[src/rtl/core/pgss_pkg.sv]
// shared types, constants and helpers for the panorama grid scan sequencer
// no dependencies; imported by panorama_grid_scan_sequencer
package pgss_pkg;

  // largest number of panels along one axis
  localparam int unsigned MAX_PANELS = 1024;
  localparam int unsigned AXIS_W     = $clog2(MAX_PANELS + 1);

  // register widths fixed by the register map
  localparam int unsigned POS_W   = 32;
  localparam int unsigned STEP_W  = 24;
  localparam int unsigned CNT_W   = 11;
  localparam int unsigned FLAGS_W = 4;
  localparam int unsigned REP_W   = 16;
  localparam int unsigned IMG_W   = 21;
  localparam int unsigned CFG_IDX_W = 3;

  localparam int unsigned PROD_W  = AXIS_W + STEP_W;
  localparam int unsigned DCNT_W  = $clog2(IMG_W);

  // stream widths
  localparam int unsigned S_DATA_W = 8;
  localparam int unsigned M_DATA_W = 72;

  // configuration register indexes
  typedef enum logic [CFG_IDX_W-1:0] {
    CFG_ORIGIN_X  = 3'd0,
    CFG_ORIGIN_Y  = 3'd1,
    CFG_STEP_X    = 3'd2,
    CFG_STEP_Y    = 3'd3,
    CFG_COLUMNS   = 3'd4,
    CFG_ROWS      = 3'd5,
    CFG_FLAGS     = 3'd6,
    CFG_REPEATS   = 3'd7
  } cfg_idx_e;

  // scan flag bit positions
  localparam int unsigned FLAG_START_LEFT = 0;
  localparam int unsigned FLAG_START_TOP  = 1;
  localparam int unsigned FLAG_ROW_FIRST  = 2;
  localparam int unsigned FLAG_SERPENTINE = 3;

  // scan phase as seen on the result
  typedef enum logic [1:0] {
    PH_IDLE  = 2'd0,
    PH_MOVE  = 2'd1,
    PH_SHOOT = 2'd2
  } phase_e;

  // sequencer states of the target planner
  typedef enum logic [2:0] {
    ST_IDLE,
    ST_DIV,
    ST_MULX,
    ST_MULY,
    ST_ADDY
  } seq_state_e;

  // zero counts as one, anything above the maximum saturates
  function automatic logic [AXIS_W-1:0] clamp_axis(input logic [CNT_W-1:0] n);
    logic [AXIS_W-1:0] r;
    if (n == '0) begin
      r = AXIS_W'(1);
    end else if (32'(n) > MAX_PANELS) begin
      r = AXIS_W'(MAX_PANELS);
    end else begin
      r = AXIS_W'(n);
    end
    return r;
  endfunction

endpackage

[src/rtl/core/panorama_grid_scan_sequencer.sv]
// panorama grid scan sequencer: idle/move/shoot machine with target planner
// depends on pgss_pkg (constants, phase and state enums, axis clamp)
// results: poll, arm and no-op items load the result register at accept, so it shows in the next cycle
// items that issue a new target pass the divide, x multiply, y multiply and add states before their
//   result is registered, using the one-bit-per-cycle restoring divider and the multiplier shared by x then y
// throughput: one item at a time, the input is not ready while a target is planned
// reset: phase idle, image and repeat counts zero, registers at their reset values
module panorama_grid_scan_sequencer
  import pgss_pkg::*;
(
  input  logic                  clk_i,
  input  logic                  rst_ni,
  // configuration write port
  input  logic                  cfg_we_i,
  input  logic [CFG_IDX_W-1:0]  cfg_idx_i,
  input  logic [POS_W-1:0]      cfg_data_i,
  // input item stream
  input  logic                  s_axis_tvalid_i,
  output logic                  s_axis_tready_o,
  input  logic [S_DATA_W-1:0]   s_axis_tdata_i,   // motion_done, camera_done, zero fill
  input  logic                  s_axis_tuser_i,   // req_type
  // result item stream
  output logic                  m_axis_tvalid_o,
  input  logic                  m_axis_tready_i,
  output logic [M_DATA_W-1:0]   m_axis_tdata_o    // busy_res, move_cmd, target_x[32],
                                                  // target_y[32], shoot_cmd, phase[2], fill
);

  // configuration registers
  logic [POS_W-1:0]   origin_x_q, origin_y_q;
  logic [STEP_W-1:0]  step_x_q, step_y_q;
  logic [CNT_W-1:0]   column_count_q, row_count_q;
  logic [FLAGS_W-1:0] scan_flags_q;
  logic [REP_W-1:0]   repeat_limit_q;

  // scan state
  phase_e             phase_q, phase_d;
  logic [IMG_W-1:0]   image_count_q, image_count_d;
  logic [REP_W-1:0]   repeat_count_q, repeat_count_d;

  // planner
  seq_state_e         st_q, st_d;
  logic [IMG_W-1:0]   dvd_q;          // dividend, shifts into quotient
  logic [AXIS_W-1:0]  rem_q;
  logic [DCNT_W-1:0]  dcnt_q;
  logic [PROD_W-1:0]  prod_q;
  logic [POS_W-1:0]   tx_q;

  // output register
  logic               m_valid_q;
  logic [M_DATA_W-1:0] m_data_q;

  always_ff @(posedge clk_i or negedge rst_ni) begin
    if (!rst_ni) begin
      origin_x_q     <= '0;
      origin_y_q     <= '0;
      step_x_q       <= '0;
      step_y_q       <= '0;
      column_count_q <= CNT_W'(1);
      row_count_q    <= CNT_W'(1);
      scan_flags_q   <= FLAGS_W'(7);
      repeat_limit_q <= '0;
    end else if (cfg_we_i) begin
      case (cfg_idx_e'(cfg_idx_i))
        CFG_ORIGIN_X: origin_x_q     <= cfg_data_i;
        CFG_ORIGIN_Y: origin_y_q     <= cfg_data_i;
        CFG_STEP_X:   step_x_q       <= cfg_data_i[STEP_W-1:0];
        CFG_STEP_Y:   step_y_q       <= cfg_data_i[STEP_W-1:0];
        CFG_COLUMNS:  column_count_q <= cfg_data_i[CNT_W-1:0];
        CFG_ROWS:     row_count_q    <= cfg_data_i[CNT_W-1:0];
        CFG_FLAGS:    scan_flags_q   <= cfg_data_i[FLAGS_W-1:0];
        CFG_REPEATS:  repeat_limit_q <= cfg_data_i[REP_W-1:0];
        default: ;
      endcase
    end
  end

  // grid geometry
  logic [AXIS_W-1:0]   cols, rows, len;
  logic [2*AXIS_W-1:0] total;
  logic                row_first;

  assign cols      = clamp_axis(column_count_q);
  assign rows      = clamp_axis(row_count_q);
  assign row_first = scan_flags_q[FLAG_ROW_FIRST];
  // primary axis length is the divisor
  assign len       = row_first ? cols : rows;
  assign total     = (2*AXIS_W)'(cols) * (2*AXIS_W)'(rows);

  // input handshake: one item at a time, and only when the result slot frees
  logic acc;
  logic motion_done, camera_done, req_arm;

  assign s_axis_tready_o = (st_q == ST_IDLE) && (!m_valid_q || m_axis_tready_i);
  assign acc             = s_axis_tvalid_i && s_axis_tready_o;
  assign req_arm         = s_axis_tuser_i;
  assign motion_done     = s_axis_tdata_i[0];
  assign camera_done     = s_axis_tdata_i[1];

  // step decision for an accepted item
  logic             busy, shoot, plan;
  logic [IMG_W-1:0] img_inc;

  assign img_inc = image_count_q + IMG_W'(1);

  always_comb begin
    busy           = 1'b1;
    shoot          = 1'b0;
    plan           = 1'b0;
    phase_d        = phase_q;
    image_count_d  = image_count_q;
    repeat_count_d = repeat_count_q;
    if (req_arm) begin
      image_count_d  = '0;
      repeat_count_d = '0;
      phase_d        = PH_IDLE;
      busy           = 1'b0;
    end else begin
      case (phase_q)
        PH_MOVE: begin
          if (motion_done) begin
            shoot   = 1'b1;
            phase_d = PH_SHOOT;
          end
        end
        PH_SHOOT: begin
          if (camera_done) begin
            image_count_d = img_inc;
            // last image of the pass ends the sequence
            if (32'(img_inc) >= 32'(total)) begin
              phase_d = PH_IDLE;
              busy    = 1'b0;
            end else begin
              phase_d = PH_MOVE;
              plan    = 1'b1;
            end
          end
        end
        default: begin
          // idle, and a stale phase code also counts as idle
          phase_d = PH_IDLE;
          if (repeat_count_q < repeat_limit_q) begin
            repeat_count_d = repeat_count_q + REP_W'(1);
            image_count_d  = '0;
            phase_d        = PH_MOVE;
            plan           = 1'b1;
          end else begin
            busy = 1'b0;
          end
        end
      endcase
    end
  end

  // restoring divide step: image index / primary length
  logic [AXIS_W:0]   rem_sh;
  logic              div_ge;
  logic [AXIS_W-1:0] rem_nx;
  logic [AXIS_W:0]   rem_diff;

  assign rem_sh   = {rem_q, dvd_q[IMG_W-1]};
  assign div_ge   = rem_sh >= {1'b0, len};
  assign rem_diff = rem_sh - {1'b0, len};
  assign rem_nx   = div_ge ? rem_diff[AXIS_W-1:0] : rem_sh[AXIS_W-1:0];

  // index to grid cell: serpentine fold and start corner flips
  logic [AXIS_W-1:0] prim, sec, sec_m, row_r, col_r, row_c, col_c;

  assign prim  = dvd_q[AXIS_W-1:0];
  assign sec   = rem_q;
  assign sec_m = (scan_flags_q[FLAG_SERPENTINE] && prim[0]) ? (len - AXIS_W'(1) - sec) : sec;
  assign row_r = row_first ? prim : sec_m;
  assign col_r = row_first ? sec_m : prim;
  assign row_c = scan_flags_q[FLAG_START_TOP]  ? row_r : (rows - AXIS_W'(1) - row_r);
  assign col_c = scan_flags_q[FLAG_START_LEFT] ? col_r : (cols - AXIS_W'(1) - col_r);

  // shared multiplier: column times x step, then row times y step
  logic [AXIS_W-1:0] mul_a;
  logic [STEP_W-1:0] mul_b;
  logic [PROD_W-1:0] mul_p;

  assign mul_a = (st_q == ST_MULX) ? col_c : row_c;
  assign mul_b = (st_q == ST_MULX) ? step_x_q : step_y_q;
  assign mul_p = PROD_W'(mul_a) * PROD_W'(mul_b);

  // next planner state
  always_comb begin
    st_d = st_q;
    case (st_q)
      ST_IDLE: if (acc && plan) st_d = ST_DIV;
      ST_DIV:  if (dcnt_q == '0) st_d = ST_MULX;
      ST_MULX: st_d = ST_MULY;
      ST_MULY: st_d = ST_ADDY;
      ST_ADDY: st_d = ST_IDLE;
      default: st_d = ST_IDLE;
    endcase
  end

  always_ff @(posedge clk_i or negedge rst_ni) begin
    if (!rst_ni) begin
      st_q           <= ST_IDLE;
      phase_q        <= PH_IDLE;
      image_count_q  <= '0;
      repeat_count_q <= '0;
    end else begin
      st_q <= st_d;
      if (acc) begin
        phase_q        <= phase_d;
        image_count_q  <= image_count_d;
        repeat_count_q <= repeat_count_d;
      end
    end
  end

  // planner datapath
  always_ff @(posedge clk_i) begin
    case (st_q)
      ST_IDLE: begin
        if (acc && plan) begin
          dvd_q  <= image_count_d;
          rem_q  <= '0;
          dcnt_q <= DCNT_W'(IMG_W - 1);
        end
      end
      ST_DIV: begin
        dvd_q  <= {dvd_q[IMG_W-2:0], div_ge};
        rem_q  <= rem_nx;
        dcnt_q <= dcnt_q - DCNT_W'(1);
      end
      ST_MULX: prod_q <= mul_p;
      ST_MULY: begin
        tx_q   <= origin_x_q + POS_W'(prod_q);
        prod_q <= mul_p;
      end
      default: ;
    endcase
  end

  // result register
  function automatic logic [M_DATA_W-1:0] pack_out(
    input logic             b, input logic m, input logic [POS_W-1:0] x,
    input logic [POS_W-1:0] y, input logic s, input logic [1:0] p);
    return M_DATA_W'({p, s, y, x, m, b});
  endfunction

  logic m_load_now, m_load_plan;

  // immediate results load at accept, planned ones once both targets are ready
  assign m_load_now  = acc && !plan;
  assign m_load_plan = (st_q == ST_ADDY);

  always_ff @(posedge clk_i or negedge rst_ni) begin
    if (!rst_ni) begin
      m_valid_q <= 1'b0;
    end else if (m_load_now || m_load_plan) begin
      m_valid_q <= 1'b1;
    end else if (m_axis_tready_i) begin
      m_valid_q <= 1'b0;
    end
  end

  always_ff @(posedge clk_i) begin
    if (m_load_now) begin
      m_data_q <= pack_out(busy, 1'b0, '0, '0, shoot, phase_d);
    end else if (m_load_plan) begin
      m_data_q <= pack_out(1'b1, 1'b1, tx_q, origin_y_q - POS_W'(prod_q), 1'b0, PH_MOVE);
    end
  end

  assign m_axis_tvalid_o = m_valid_q;
  assign m_axis_tdata_o  = m_data_q;

endmodule

[config.mk]
export PLATFORM = sky130hd
export DESIGN_NAME = panorama_grid_scan_sequencer
export DESIGN_NICKNAME = d
export VERILOG_FILES = /design/src/rtl/core/pgss_pkg.sv /design/src/rtl/core/panorama_grid_scan_sequencer.sv
export SDC_FILE = /design/constraint.sdc
export NUM_CORES = 2
export LEC_CHECK = 0
export BUFFER_PORTS_ARGS = -buffer_cell sky130_fd_sc_hd__buf_4
export CAP_MARGIN = 25
export CORE_MARGIN = 4
export CORE_UTILIZATION = 30
export DETAILED_ROUTE_END_ITERATION = 12
export SKIP_LAST_GASP = 1
export SLEW_MARGIN = 20
export SYNTH_ARGS = -nofsm -noshare
export SYNTH_HDL_FRONTEND = slang
export SYNTH_SLANG_ARGS = --single-unit
export TNS_END_PERCENT = 1
[constraint.sdc]
create_clock -name clk_i -period 10 [get_ports clk_i]
set_input_delay 1 -clock clk_i [delete_from_list [all_inputs] [get_ports clk_i]]
set_output_delay 1 -clock clk_i [all_outputs]
set_load 0.01 [all_outputs]
==> flow_summary.ini <==
[run_status]
outcome = finished, final reports clean

[sta]
finClkSkew_ns = 0.0269
rsz0062_at_grt = true
hold_viol = 0
drv_slew = 0
max_freq_ghz = 0.103
post-route-period-util_pct = 97.1
relSlewSlack_pct = 36.6
min_period_ns = 9.71
setup_violations = 0
tightestPinTransition_ns = 0.950

[logic_synthesis]
ys_seq_area_share_pct = 28.8
netlist.top_cell.by_area = fa_1
yosysWarnings = 0
yosysTopAreaCellShare_pct = 17.2
synth_commonest_cells = 461 x nand2_1, 401 x inv_1, 335 x nor2_1
post-synth-top-count-cell = nand2_1
ys.flop_type = dfrtp_1
synth-edff-count = 105
syn_area_sq_um = 32700
synth_cell_type_count = 84
syn_avg_cell_area_sq_um = 9.34
async_flop_share_pct = 53.7
syn_inst = 3497
yosys-top-cells-area = fa_1 17%, dfrtp_1 15%, ha_1 10%
ys_ff_latch = 367

[floorplanning]
start_util_pct = 30.4
pin_count = 123
fp.dieArea_sq_um = 114000
die_y_um = 338
chipWidth_um = 338
core_sq_um = 108000
rows = 120

[global_route]
grt_max_degree = 71
track_usage_pct = 15.6
first_global_vias = 25697
antenna_found_initial = 12
grt.overflow.total = 0
grt_pass1_wl_um = 141000

[clock_tree]
cts_tree = built
cts_max_path_buffers = 3
cts-root-buf = clkbuf_16
cts_sinks = 367
hold_buffers = 0
clk_pin_slew_worst_paths_ns = 0.06
clk_latency_ns = 0.62
cts_buffers = 44
htree_levels = 2

[final_layout]
drive_gt1_share_pct = 16.4
fin_nets = 4287
area_growth_pct = 16.5
final_cells = 5138
n_fill_cell = 10952

[placement]
gp_congestion = 0.884
place_inst = 5036
post-dp-hpwl_um = 69400
portBuffers = 113

[route]
num_vias = 25358
viasPerCell = 4.94
first_pass_iters = 5
drc = 0
detail-route-antenna-nets = 0
drt_iter0_drc = 1686
wirelength_um = 89200
wire_per_inst_um = 17.4

[setup_path]
critPathRequiredTime_ns = 10.35
cp_slowest_cell = fa_1
cp_common_cell = fa_1
cp_max_fo = 5
slowest_delay_ns = 0.55
endpoint_kind = flip-flop
worstPathArrival_ns = 10.06
worstSetupPathType = reg2reg
critical-path-top-delay-family = adder cells
timing.critical_path.buf_inv = 5
critPathLaunchType = flip-flop

[run]
maxCapViolations = 0

[min_path]
hp-class = in2async
[metrics by stage]
step	hold slack, ns	cell area, sq um	TNS (ns)	setup slack, ns	utilization [%]
after floorplan	0.424	32700	0	0.0368	-
after global placement	0.429	36000	-0.172	-0.165	33.5
after detailed placement	0.437	36000	-0.262	-0.209	33.5
after CTS	0.415	37600	0	0.0303	35.0
after global routing	0.460	38000	-0.183	-0.0838	35.4
final	0.417	38000	0	0.289	35.4
[registers in the layout (all words and copies together) (netlist names), 16 cells and up]
register	cells
dvd_q	21
image_count_q	21
m_axis_tdata_o	69
origin_x_q	32
origin_y_q	32
prod_q	32
repeat_count_q	16
repeat_limit_q	16
step_x_q	24
step_y_q	24
tx_q	32
[timing repair]
action	CTS	global route
pin swaps	3	24
cloned	1	0
gates resized for setup	13	62
setup endpoints to repair	2	7
buffers inserted	2	7
[per-layer routing]
layer | track usage (%) | vias to the layer above | share of wire [%]
li1 | - | 12091 | -
met1 | 21.0 | 12579 | 45
met2 | 25.0 | 534 | 45
met3 | 2.97 | 148 | 5.8
met4 | 5.62 | 6 | 3.9
met5 | 0 | - | 0.045
[worst paths after layout]
kind | startpoint | end | slack (ns) | cells past startpoint
max in group asynchronous | rst_ni | origin_x_q[6] | 8.15 | 2
min in group clk_i | m_axis_tdata_o[7] | m_axis_tdata_o[7] | 0.45 | 2
worst min-delay path | rst_ni | image_count_q[14] | 0.42 | 1
worst max register to register | column_count_q[2] | prod_q[30] | 0.29 | 40
worst min register to register | m_axis_tdata_o[7] | m_axis_tdata_o[7] | 0.45 | 2
worst max-delay path | column_count_q[2] | prod_q[30] | 0.29 | 40
[final cells by class]
cell class              count  area, sq um  share of cell area [%]
diodes                      7         17.5                  0.0460
clock buffers              66         1310                    3.43
clock inverters            16          200                   0.526
inverters                 413         1550                    4.08
multi-input cells        2584        21600                    56.9
flip-flops and latches    367         9390                    24.7
well taps                1403         1760                    4.61
repair buffers            282         2190                    5.75
[cells in the final DEF (no fill, tap or decap), types with 15 or more instances in the layout]
cell type | synthesis | routed
a21oi_1 | 124 | 107
dfxtp_1 | 65 | 65
o21a_1 | 26 | 25
inv_1 | 401 | 401
and2_1 | 23 | 23
a31oi_1 | 20 | 20
o22ai_1 | 36 | 34
o21bai_1 | 17 | 17
a221oi_1 | 15 | 15
fa_1 | 281 | 280
mux2_2 | 160 | 158
xor2_1 | 70 | 70
buf_4 | 4 | 274
mux2i_1 | 41 | 40
edfxtp_1 | 105 | 105
ha_1 | 265 | 259
o21ai_1 | 51 | 57
nand3_1 | 48 | 46
nor2_1 | 335 | 333
dfrtp_1 | 192 | 192
and3_1 | 26 | 26
nand2_1 | 461 | 460
nand2b_1 | 66 | 65
o21ai_0 | 73 | 65
clkbuf_16 | 0 | 46
a211oi_1 | 23 | 21
nor2b_1 | 35 | 33
nand4_1 | 20 | 20
a21oi_2 | 0 | 17
a21o_1 | 67 | 66
nor3_1 | 43 | 36
xnor2_1 | 94 | 92
[cell families after synthesis]
group	Yosys count	synth area share (%)
other cells	1	0.0115
flops	367	28.8
buf+inv	549	6.42
mux	201	6.77
fa+ha+maj	546	27.4
compound gates	555	11.2
simple gates	1113	15.0
xor+xnor	165	4.47
Power is not shown: default switching activity piles up to over one toggle a cycle in this logic, so the estimate is an artifact.
